$ cat config.mk
export PLATFORM = sky130hd
export DESIGN_NAME = repeating_timer_table
export DESIGN_NICKNAME = d
export VERILOG_FILES = /design/src/sv/rtt_pkg.sv /design/src/sv/repeating_timer_table.sv
export VERILOG_INCLUDE_DIRS = /design/src /design/src/sv
export SDC_FILE = /design/constraint.sdc
export NUM_CORES = 2
export LEC_CHECK = 0
export ABC_AREA = 1
export BUFFER_PORTS_ARGS = -buffer_cell sky130_fd_sc_hd__buf_2
export CORE_ASPECT_RATIO = 0.5
export CORE_MARGIN = 2
export CORE_UTILIZATION = 37
export DETAILED_ROUTE_END_ITERATION = 6
export GPL_ROUTABILITY_DRIVEN = 1
export GPL_TIMING_DRIVEN = 0
export PLACE_DENSITY = 0.55
export SLEW_MARGIN = 15
export SYNTH_ARGS = -nofsm -noshare
export SYNTH_HDL_FRONTEND = slang
export SYNTH_SLANG_ARGS = --single-unit
$ cat constraint.sdc
create_clock -name clk -period 6.7 [get_ports clk]
set_input_delay 0.335 -clock clk [delete_from_list [all_inputs] [get_ports clk]]
set_output_delay 0.335 -clock clk [all_outputs]
set_load 0.02 [all_outputs]
$ cat src/sv/repeating_timer_table_macros.svh
// assertion macros for the repeating timer table
`ifndef REPEATING_TIMER_TABLE_MACROS_SVH
`define REPEATING_TIMER_TABLE_MACROS_SVH

`ifndef SYNTH
// check a property on every rising clock edge outside reset
`define RTT_ASSERT(lbl, ck, rs, prop) \
  lbl: assert property (@(posedge ck) disable iff (rs) (prop)) \
    else $error("repeating timer table assertion failed");
// check that a condition holds in the cycle after a trigger
`define RTT_ASSERT_NEXT(lbl, ck, rs, ante, cons) \
  lbl: assert property (@(posedge ck) disable iff (rs) (ante) |=> (cons)) \
    else $error("repeating timer table assertion failed");
`else
`define RTT_ASSERT(lbl, ck, rs, prop)
`define RTT_ASSERT_NEXT(lbl, ck, rs, ante, cons)
`endif

`endif

$ cat src/sv/rtt_pkg.sv
// types and constants of the repeating timer table
package rtt_pkg;

  // input item modes (s_tuser)
  localparam logic [1:0] MODE_TICK = 2'd0;
  localparam logic [1:0] MODE_ARM  = 2'd1;
  localparam logic [1:0] MODE_DEL  = 2'd2;

  // result kinds (m_tuser)
  localparam logic [1:0] KIND_ARM   = 2'd0;
  localparam logic [1:0] KIND_DEL   = 2'd1;
  localparam logic [1:0] KIND_FIRED = 2'd2;
  localparam logic [1:0] KIND_NONE  = 2'd3;

  localparam logic STATUS_OK     = 1'b0;
  localparam logic STATUS_REJECT = 1'b1;

  // field widths
  localparam int TIME_W   = 32;
  localparam int SLOT_W   = 4;
  localparam int PMS_W    = 20;
  localparam int PERIOD_W = 16;
  localparam int COUNT_W  = 17;
  // at most sixteen slots can be addressed, so at most sixteen fire
  localparam int FIRES_W  = 5;

  // divide by ten as multiply by ceil(2^23 / 10) and shift
  localparam int               RECIP_SHIFT = 23;
  localparam int               PROD_W      = 2 * PMS_W;
  localparam logic [PMS_W-1:0] RECIP       = 20'd838861;
  localparam logic [PMS_W-1:0] MIN_PMS     = 20'd10;

  typedef enum logic [2:0] {
    ST_IDLE,
    ST_ARM_MUL,
    ST_ARM_WR,
    ST_DEL,
    ST_SCAN,
    ST_SCAN_END,
    ST_FIRE
  } state_t;

endpackage

$ cat src/sv/repeating_timer_table.sv
// repeating timer table: slot store, deadline scan and fire sequencer
`include "repeating_timer_table_macros.svh"

// A table of TIMER_SLOTS repeating timers driven by a stream of items. s_tuser
// picks the job: arm loads a slot with period_ms / 10, a repeat count
// (negative runs forever) and a deadline of current_time plus period, and is
// rejected for a zero count, a period_ms under 10 or a slot beyond the table;
// delete frees a slot; tick fires every active slot whose deadline is at or
// before current_time, earliest deadline first and lowest slot on a tie. Each
// fired slot gives one beat of kind fired, tlast marks the final beat of an
// item, and a tick that fires nothing gives one beat of its own kind. Arm
// passes through ST_ARM_MUL and ST_ARM_WR, delete through ST_DEL, and a tick
// runs a scan for every slot that it fires, or one scan if it fires none:
// every firing needs one full pass of the single deadline comparator over
// the table, one slot per cycle, through the registered read port of the
// deadline memory. Results leave through an output register; the block takes
// no new item until all beats of the current one are out of the sequencer.
module repeating_timer_table
  import rtt_pkg::*;
#(
  parameter int TIMER_SLOTS = 16
) (
  input  logic        clk,
  input  logic        rst,
  input  logic        s_tvalid,
  output logic        s_tready,
  // [31:0] current_time, [35:32] slot, [55:36] period_ms, [72:56] repeat_count
  input  logic [79:0] s_tdata,
  // [1:0] mode
  input  logic [1:0]  s_tuser,
  output logic        m_tvalid,
  input  logic        m_tready,
  // [3:0] fired_slot, [4] status
  output logic [7:0]  m_tdata,
  // [1:0] kind
  output logic [1:0]  m_tuser,
  output logic        m_tlast
);

  localparam int IW    = (TIMER_SLOTS > 1) ? $clog2(TIMER_SLOTS) : 1;
  localparam int CNT_W = IW + 1;

  // sequencer
  state_t state, state_next;

  // latched input item
  logic [TIME_W-1:0]         now_r;
  logic [SLOT_W-1:0]         slot_r;
  logic [PMS_W-1:0]          pms_r;
  logic signed [COUNT_W-1:0] count_r;

  // slot store
  logic [TIMER_SLOTS-1:0]    slot_active;
  logic [TIME_W-1:0]         slot_deadline [TIMER_SLOTS];
  logic [PERIOD_W-1:0]       slot_period   [TIMER_SLOTS];
  logic [COUNT_W-1:0]        slot_remaining[TIMER_SLOTS];
  logic [TIMER_SLOTS-1:0]    done;

  // registered read data
  logic [TIME_W-1:0]         dl_q;
  logic [PERIOD_W-1:0]       per_q;
  logic signed [COUNT_W-1:0] rem_q;

  // scan state
  logic [CNT_W-1:0]          cnt;
  logic                      pipe_vld;
  logic [IW-1:0]             pipe_idx;
  logic                      best_vld;
  logic [IW-1:0]             best_idx;
  logic [TIME_W-1:0]         best_dl;
  logic [FIRES_W-1:0]        elig_cnt;

  // arm datapath
  logic [PROD_W-1:0]         prod;
  logic [PERIOD_W-1:0]       arm_period;
  logic [IW+SLOT_W-1:0]      slot_ext;
  logic [IW-1:0]             slot_idx;
  logic                      slot_ok;
  logic                      reject;

  // shared deadline adder
  logic [PERIOD_W-1:0]       add_b;
  logic [TIME_W-1:0]         dl_sum;

  // candidate compare
  logic                      cand_ok;
  logic                      cand_better;

  // sequencer outputs
  logic                      out_free;
  logic                      accept;
  logic                      emit;
  logic [1:0]                res_kind;
  logic [SLOT_W-1:0]         res_slot;
  logic                      res_status;
  logic                      res_last;
  logic                      dl_we;
  logic                      per_we;
  logic                      rem_we;
  logic [IW-1:0]             wr_idx;
  logic [COUNT_W-1:0]        rem_wdata;
  logic                      act_set;
  logic                      act_clr;
  logic                      fire_last;

  assign out_free = !m_tvalid || m_tready;
  assign s_tready = (state == ST_IDLE);
  assign accept   = s_tvalid && s_tready;

  // slot field widened or cut to the table index
  assign slot_ext = {{IW{1'b0}}, slot_r};
  assign slot_idx = slot_ext[IW-1:0];
  assign slot_ok  = {1'b0, slot_ext} < (IW + SLOT_W + 1)'(TIMER_SLOTS);
  assign reject   = !slot_ok || (count_r == '0) || (pms_r < MIN_PMS);

  assign arm_period = prod[RECIP_SHIFT +: PERIOD_W];

  // one adder serves arm and re-arm after a firing
  assign add_b  = (state == ST_FIRE) ? per_q : arm_period;
  assign dl_sum = now_r + {{(TIME_W - PERIOD_W){1'b0}}, add_b};

  assign cand_ok     = slot_active[pipe_idx] && !done[pipe_idx] && (dl_q <= now_r);
  assign cand_better = !best_vld || (dl_q < best_dl);
  assign fire_last   = (elig_cnt == FIRES_W'(1));

  // next state
  always_comb begin
    state_next = state;
    unique case (state)
      ST_IDLE: begin
        if (accept) begin
          unique case (s_tuser)
            MODE_TICK: state_next = ST_SCAN;
            MODE_ARM:  state_next = ST_ARM_MUL;
            MODE_DEL:  state_next = ST_DEL;
            default:   state_next = ST_IDLE;
          endcase
        end
      end
      ST_ARM_MUL: state_next = ST_ARM_WR;
      ST_ARM_WR: begin
        if (out_free) state_next = ST_IDLE;
      end
      ST_DEL: begin
        if (out_free) state_next = ST_IDLE;
      end
      ST_SCAN: begin
        if (cnt == CNT_W'(TIMER_SLOTS)) state_next = ST_SCAN_END;
      end
      ST_SCAN_END: begin
        if (best_vld) begin
          state_next = ST_FIRE;
        end else if (out_free) begin
          state_next = ST_IDLE;
        end
      end
      ST_FIRE: begin
        if (out_free) state_next = fire_last ? ST_IDLE : ST_SCAN;
      end
      default: state_next = ST_IDLE;
    endcase
  end

  // sequencer outputs: result beat and store writes
  always_comb begin
    emit       = 1'b0;
    res_kind   = KIND_ARM;
    res_slot   = slot_r;
    res_status = STATUS_OK;
    res_last   = 1'b1;
    dl_we      = 1'b0;
    per_we     = 1'b0;
    rem_we     = 1'b0;
    wr_idx     = slot_idx;
    rem_wdata  = count_r;
    act_set    = 1'b0;
    act_clr    = 1'b0;
    unique case (state)
      ST_ARM_WR: begin
        if (out_free) begin
          emit       = 1'b1;
          res_status = reject ? STATUS_REJECT : STATUS_OK;
          dl_we      = !reject;
          per_we     = !reject;
          rem_we     = !reject;
          act_set    = !reject;
        end
      end
      ST_DEL: begin
        if (out_free) begin
          emit     = 1'b1;
          res_kind = KIND_DEL;
          act_clr  = slot_ok;
        end
      end
      ST_SCAN_END: begin
        if (!best_vld && out_free) begin
          emit     = 1'b1;
          res_kind = KIND_NONE;
          res_slot = '0;
        end
      end
      ST_FIRE: begin
        wr_idx    = best_idx;
        rem_wdata = rem_q - COUNT_W'(1);
        if (out_free) begin
          emit     = 1'b1;
          res_kind = KIND_FIRED;
          res_slot = SLOT_W'(best_idx);
          res_last = fire_last;
          // count of one: slot is spent
          if (rem_q == COUNT_W'(1)) begin
            act_clr = 1'b1;
          end else begin
            dl_we  = 1'b1;
            rem_we = (rem_q > 0);
          end
        end
      end
      default: ;
    endcase
  end

  // control registers
  always_ff @(posedge clk) begin
    if (rst) begin
      state       <= ST_IDLE;
      m_tvalid    <= 1'b0;
      slot_active <= '0;
      done        <= '0;
      cnt         <= '0;
      pipe_vld    <= 1'b0;
      best_vld    <= 1'b0;
      elig_cnt    <= '0;
    end else begin
      state <= state_next;

      if (emit) begin
        m_tvalid <= 1'b1;
      end else if (m_tready) begin
        m_tvalid <= 1'b0;
      end

      if (act_set) slot_active[wr_idx] <= 1'b1;
      if (act_clr) slot_active[wr_idx] <= 1'b0;

      // start of a tick, or start of the next firing round
      if ((accept && s_tuser == MODE_TICK) ||
          (state == ST_FIRE && out_free && !fire_last)) begin
        cnt      <= '0;
        best_vld <= 1'b0;
        elig_cnt <= '0;
      end else if (state == ST_SCAN && cnt != CNT_W'(TIMER_SLOTS)) begin
        cnt <= cnt + CNT_W'(1);
      end

      if (accept && s_tuser == MODE_TICK) done <= '0;
      if (state == ST_FIRE && out_free) done[best_idx] <= 1'b1;

      pipe_vld <= (state == ST_SCAN) && (cnt != CNT_W'(TIMER_SLOTS));

      if (pipe_vld && cand_ok) begin
        elig_cnt <= elig_cnt + FIRES_W'(1);
        if (cand_better) best_vld <= 1'b1;
      end
    end
  end

  // payload registers
  always_ff @(posedge clk) begin
    if (accept) begin
      now_r   <= s_tdata[31:0];
      slot_r  <= s_tdata[35:32];
      pms_r   <= s_tdata[55:36];
      count_r <= s_tdata[72:56];
    end
    prod     <= {{PMS_W{1'b0}}, pms_r} * {{PMS_W{1'b0}}, RECIP};
    pipe_idx <= cnt[IW-1:0];
    if (pipe_vld && cand_ok && cand_better) begin
      best_idx <= pipe_idx;
      best_dl  <= dl_q;
    end
    if (emit) begin
      m_tuser <= res_kind;
      m_tdata <= {3'b000, res_status, res_slot};
      m_tlast <= res_last;
    end
  end

  // deadline memory: read by the scan, written by arm and re-arm
  always_ff @(posedge clk) begin
    if (dl_we) slot_deadline[wr_idx] <= dl_sum;
    dl_q <= slot_deadline[cnt[IW-1:0]];
  end

  // period memory
  always_ff @(posedge clk) begin
    if (per_we) slot_period[wr_idx] <= arm_period;
    per_q <= slot_period[best_idx];
  end

  // remaining count memory
  always_ff @(posedge clk) begin
    if (rem_we) slot_remaining[wr_idx] <= rem_wdata;
    rem_q <= slot_remaining[best_idx];
  end

  // a chosen slot was counted as eligible in its scan
  `RTT_ASSERT(a_best_counted, clk, rst, (state == ST_SCAN_END && best_vld) |-> (elig_cnt != '0))
  // the slot about to fire is live and has not fired on this tick
  `RTT_ASSERT(a_fire_live, clk, rst, (state == ST_FIRE) |-> (slot_active[best_idx] && !done[best_idx]))
  // a fired slot is marked so it cannot fire twice on one tick
  `RTT_ASSERT_NEXT(a_fire_marks, clk, rst, emit && state == ST_FIRE, done[$past(best_idx)])

endmodule

==> results.py <==
metrics = {
    "run_status": {
        "status": "finished, final reports clean",
    },
    "floorplan": {
        "die-area_um2": 160000,
        "design.core.area_um2": 155000,
        "die_y_um": 284,
        "pin_count": 99,
        "num_rows": 102,
        "die_x_um": 563,
        "initial_utilization_pct": 37.3,
    },
    "run": {
        "maxCapViolCount": 0,
    },
    "worst_setup_path": {
        "end_kind": "register",
        "cp-start-kind": "register",
        "reg2reg_depth": 25,
        "timing.rr.start": "pms_r[9]",
        "cp-startpoint": "pms_r[9]",
        "critical_path_class": "reg -> reg",
        "cp.required_ps": 7350,
        "path_max_fanout": 6,
        "cp.arrival_ps": 6920,
    },
    "detailed_routing": {
        "detail_route.vias_per_cell": 5.36,
        "routed_wl_mm": 170,
        "dr.pass1.iters": 5,
        "initialDrtViolationCount": 3837,
        "drt_drc_violations_left": 0,
        "via_count": 37978,
        "ant_nets": 0,
        "wl_per_cell_um": 24.1,
    },
    "synthesis": {
        "postSynthAreaPerCell_um2": 12.7,
        "yosys_warnings": 0,
        "synth_top_family_by_area": "compound AO/OA/AOI/OAI gates",
        "synthMuxAreaShare_pct": 0,
        "synth_compound_area_share_pct": 11.4,
        "synthesis.area_um2": 57900,
        "synth.largest_area_cell": "edfxtp_1",
        "ys.flop_type": "edfxtp_1",
        "synth_xor_area_share_pct": 1.03,
        "synth_edf_count": 1157,
        "yosysUniqueCellTypes": 50,
        "synth_common_cells": "1157 x edfxtp_1, 527 x nand2_1, 415 x nor2_1",
        "synth-simple-area-share_pct": 8.09,
        "ys_ff_latch": 1290,
        "synth_top_area_share_pct": 60.0,
        "synthCells": 4561,
        "synth.area.top_cells": "edfxtp_1 60%, ha_1 6.4%, dfxtp_1 4.6%",
        "yosysMostFrequentCell": "edfxtp_1",
        "synth_fa_ha_area_share_pct": 10.9,
        "seq_area_frac_synth_pct": 64.6,
        "async_reset_ff_share_pct": 0,
    },
    "grt": {
        "grt_use_met3_pct": 4.38,
        "track_usage_pct": 21.1,
        "met1_usage_pct": 30.3,
        "use_met2_pct": 32.2,
        "antenna_found_initial": 6,
        "grt_pass1_vias": 37863,
        "grt_start_max_net_pins": 22,
        "grt_pass1_wl_mm": 249,
        "gr-total-overflow": 0,
        "grt.busiest_layer": "met2",
    },
    "timing": {
        "fin_skew_ps": 70.8,
        "fmax_ghz": 0.159,
        "hold_viol": 0,
        "rsz0062_at_grt": "false",
        "relSlewSlack_pct": 17.7,
        "fin_hold_ws_ps": 50.1,
        "finalMaxSlewViolations": 0,
        "finalSetupViolCount": 0,
        "timing.final.crit_share_pct": 93.6,
        "tightest_slew_ps": 1230,
        "post-route-min-period_ps": 6270,
    },
    "finish": {
        "syn_to_final_growth_pct": 15.2,
        "fin_nets": 5407,
        "drive_above_1_share_pct": 8.47,
    },
    "clock_network": {
        "cts-root-buf": "clkbuf_16",
        "ctsHtreeMaxLevel": 3,
        "cts.sinks": 1290,
        "cts_buffer_depth": 3,
        "tritoncts": "built",
        "numCtsBuffers": 116,
        "clkTransAtPathRegs_ps": 70,
        "worstSkewPairLatency_ps": 770,
    },
    "place": {
        "detailed_place_hpwl_mm": 120,
        "gp_congestion": 0.908,
        "portBuffers": 87,
    },
    "worst_hold_path": {
        "hp-start": "s_tvalid",
        "holdCritPathClass": "in -> reg",
        "hold_depth": 5,
    },
}
## logic make-up after synthesis
kind of cell             Yosys count
flip-flops                      1290
AND/OR/NAND/NOR                 1139
AO/OA/AOI/OAI                   1039
buffers and inverters            598
adder cells (fa/ha/maj)          426
XOR/XNOR                          68
other                              1
## state kept, by name, summed over array words and instances, names as in the netlist, 17 cells and up
name,count
dl_q,32
best_dl,32
slot_remaining,272
count_r,17
now_r,32
rem_q,17
slot_deadline,512
pms_r,20
slot_period,256
## worst max-delay path: stages, from the launching register on
cell	delay, ps
edfxtp_1	480
inv_1	180
ha_1	330
clkbuf_1	420
xor2_1	140
ha_1	220
a21o_1	160
ha_1	280
inv_1	80
fa_1	440
fa_1	540
inv_1	50
fa_1	470
inv_1	50
fa_1	490
inv_1	50
ha_1	350
nand2_1	140
nor4_2	530
nand2_1	100
nand2_1	100
nand2_1	60
nand2_1	100
nand2_1	60
nand2_1	70
xor2_1	230
## final cells by class
class,count,area [µm²]
Clock inverter,68,718
Fill cell,14192,88400
Tap cell,2080,2600
Sequential cell,1290,37400
Inverter,407,1530
Buffer,191,768
Timing Repair Buffer,214,2030
Clock buffer,152,3080
Multi-Input combinational cell,2675,18500
Antenna cell,2,5.00
## through the flow
stage                     setup TNS [ps]  cells  cell area [µm²]  utilization, %  setup WS (ps)
after floorplan                        0   4563            57900               -            593
after detailed placement               0   6778            62000            40.0           63.3
after global routing                   0   7078            66700            43.0            128
after CTS                              0   7074            66600            42.9           32.4
final                                  0   7079            66700            43.0            429
after global placement           -469270   6730            60900            39.3          -3920
## cell usage in the layout (no fill, tap or decap), drive strengths merged, types with 6 or more instances in the layout
master	instances
edfxtp	1157
nand2	529
nor2	426
inv	414
o21ai	329
clkbuf	305
ha	294
a22oi	265
buf	176
a21oi	148
o22ai	145
dfxtp	133
fa	132
dlygate4sd3	76
nand3	74
a21boi	68
nand4	52
xor2	52
clkinv	46
a2111o	33
nor3	28
xnor2	16
nand3b	13
o21a	11
bufinv	10
a21o	9
a31oi	9
nor4	7
o21bai	6
## routing by layer
metal,up-vias,share of wire [%]
li1,17197,-
met1,19081,45
met2,1476,44
met3,224,8.1
met4,0,2.8
met5,-,0
## timing repair
action	in CTS	in global routing
hold buffers	76	0
gates resized for setup	0	3
setup endpoints to repair	0	12
hold endpoints to repair	76	0
buffers inserted	0	2
## final timing paths
kind / to / slack (ps)
worst min register to register: pipe_idx[2] / 410
worst min-delay path: state[1] / 50
worst max register to register: prod[26] / 430
worst max-delay path: prod[26] / 430
Power is left out: the tool's default activity adds up to more than one toggle a clock period on the data nets, which glitch-free logic cannot reach.
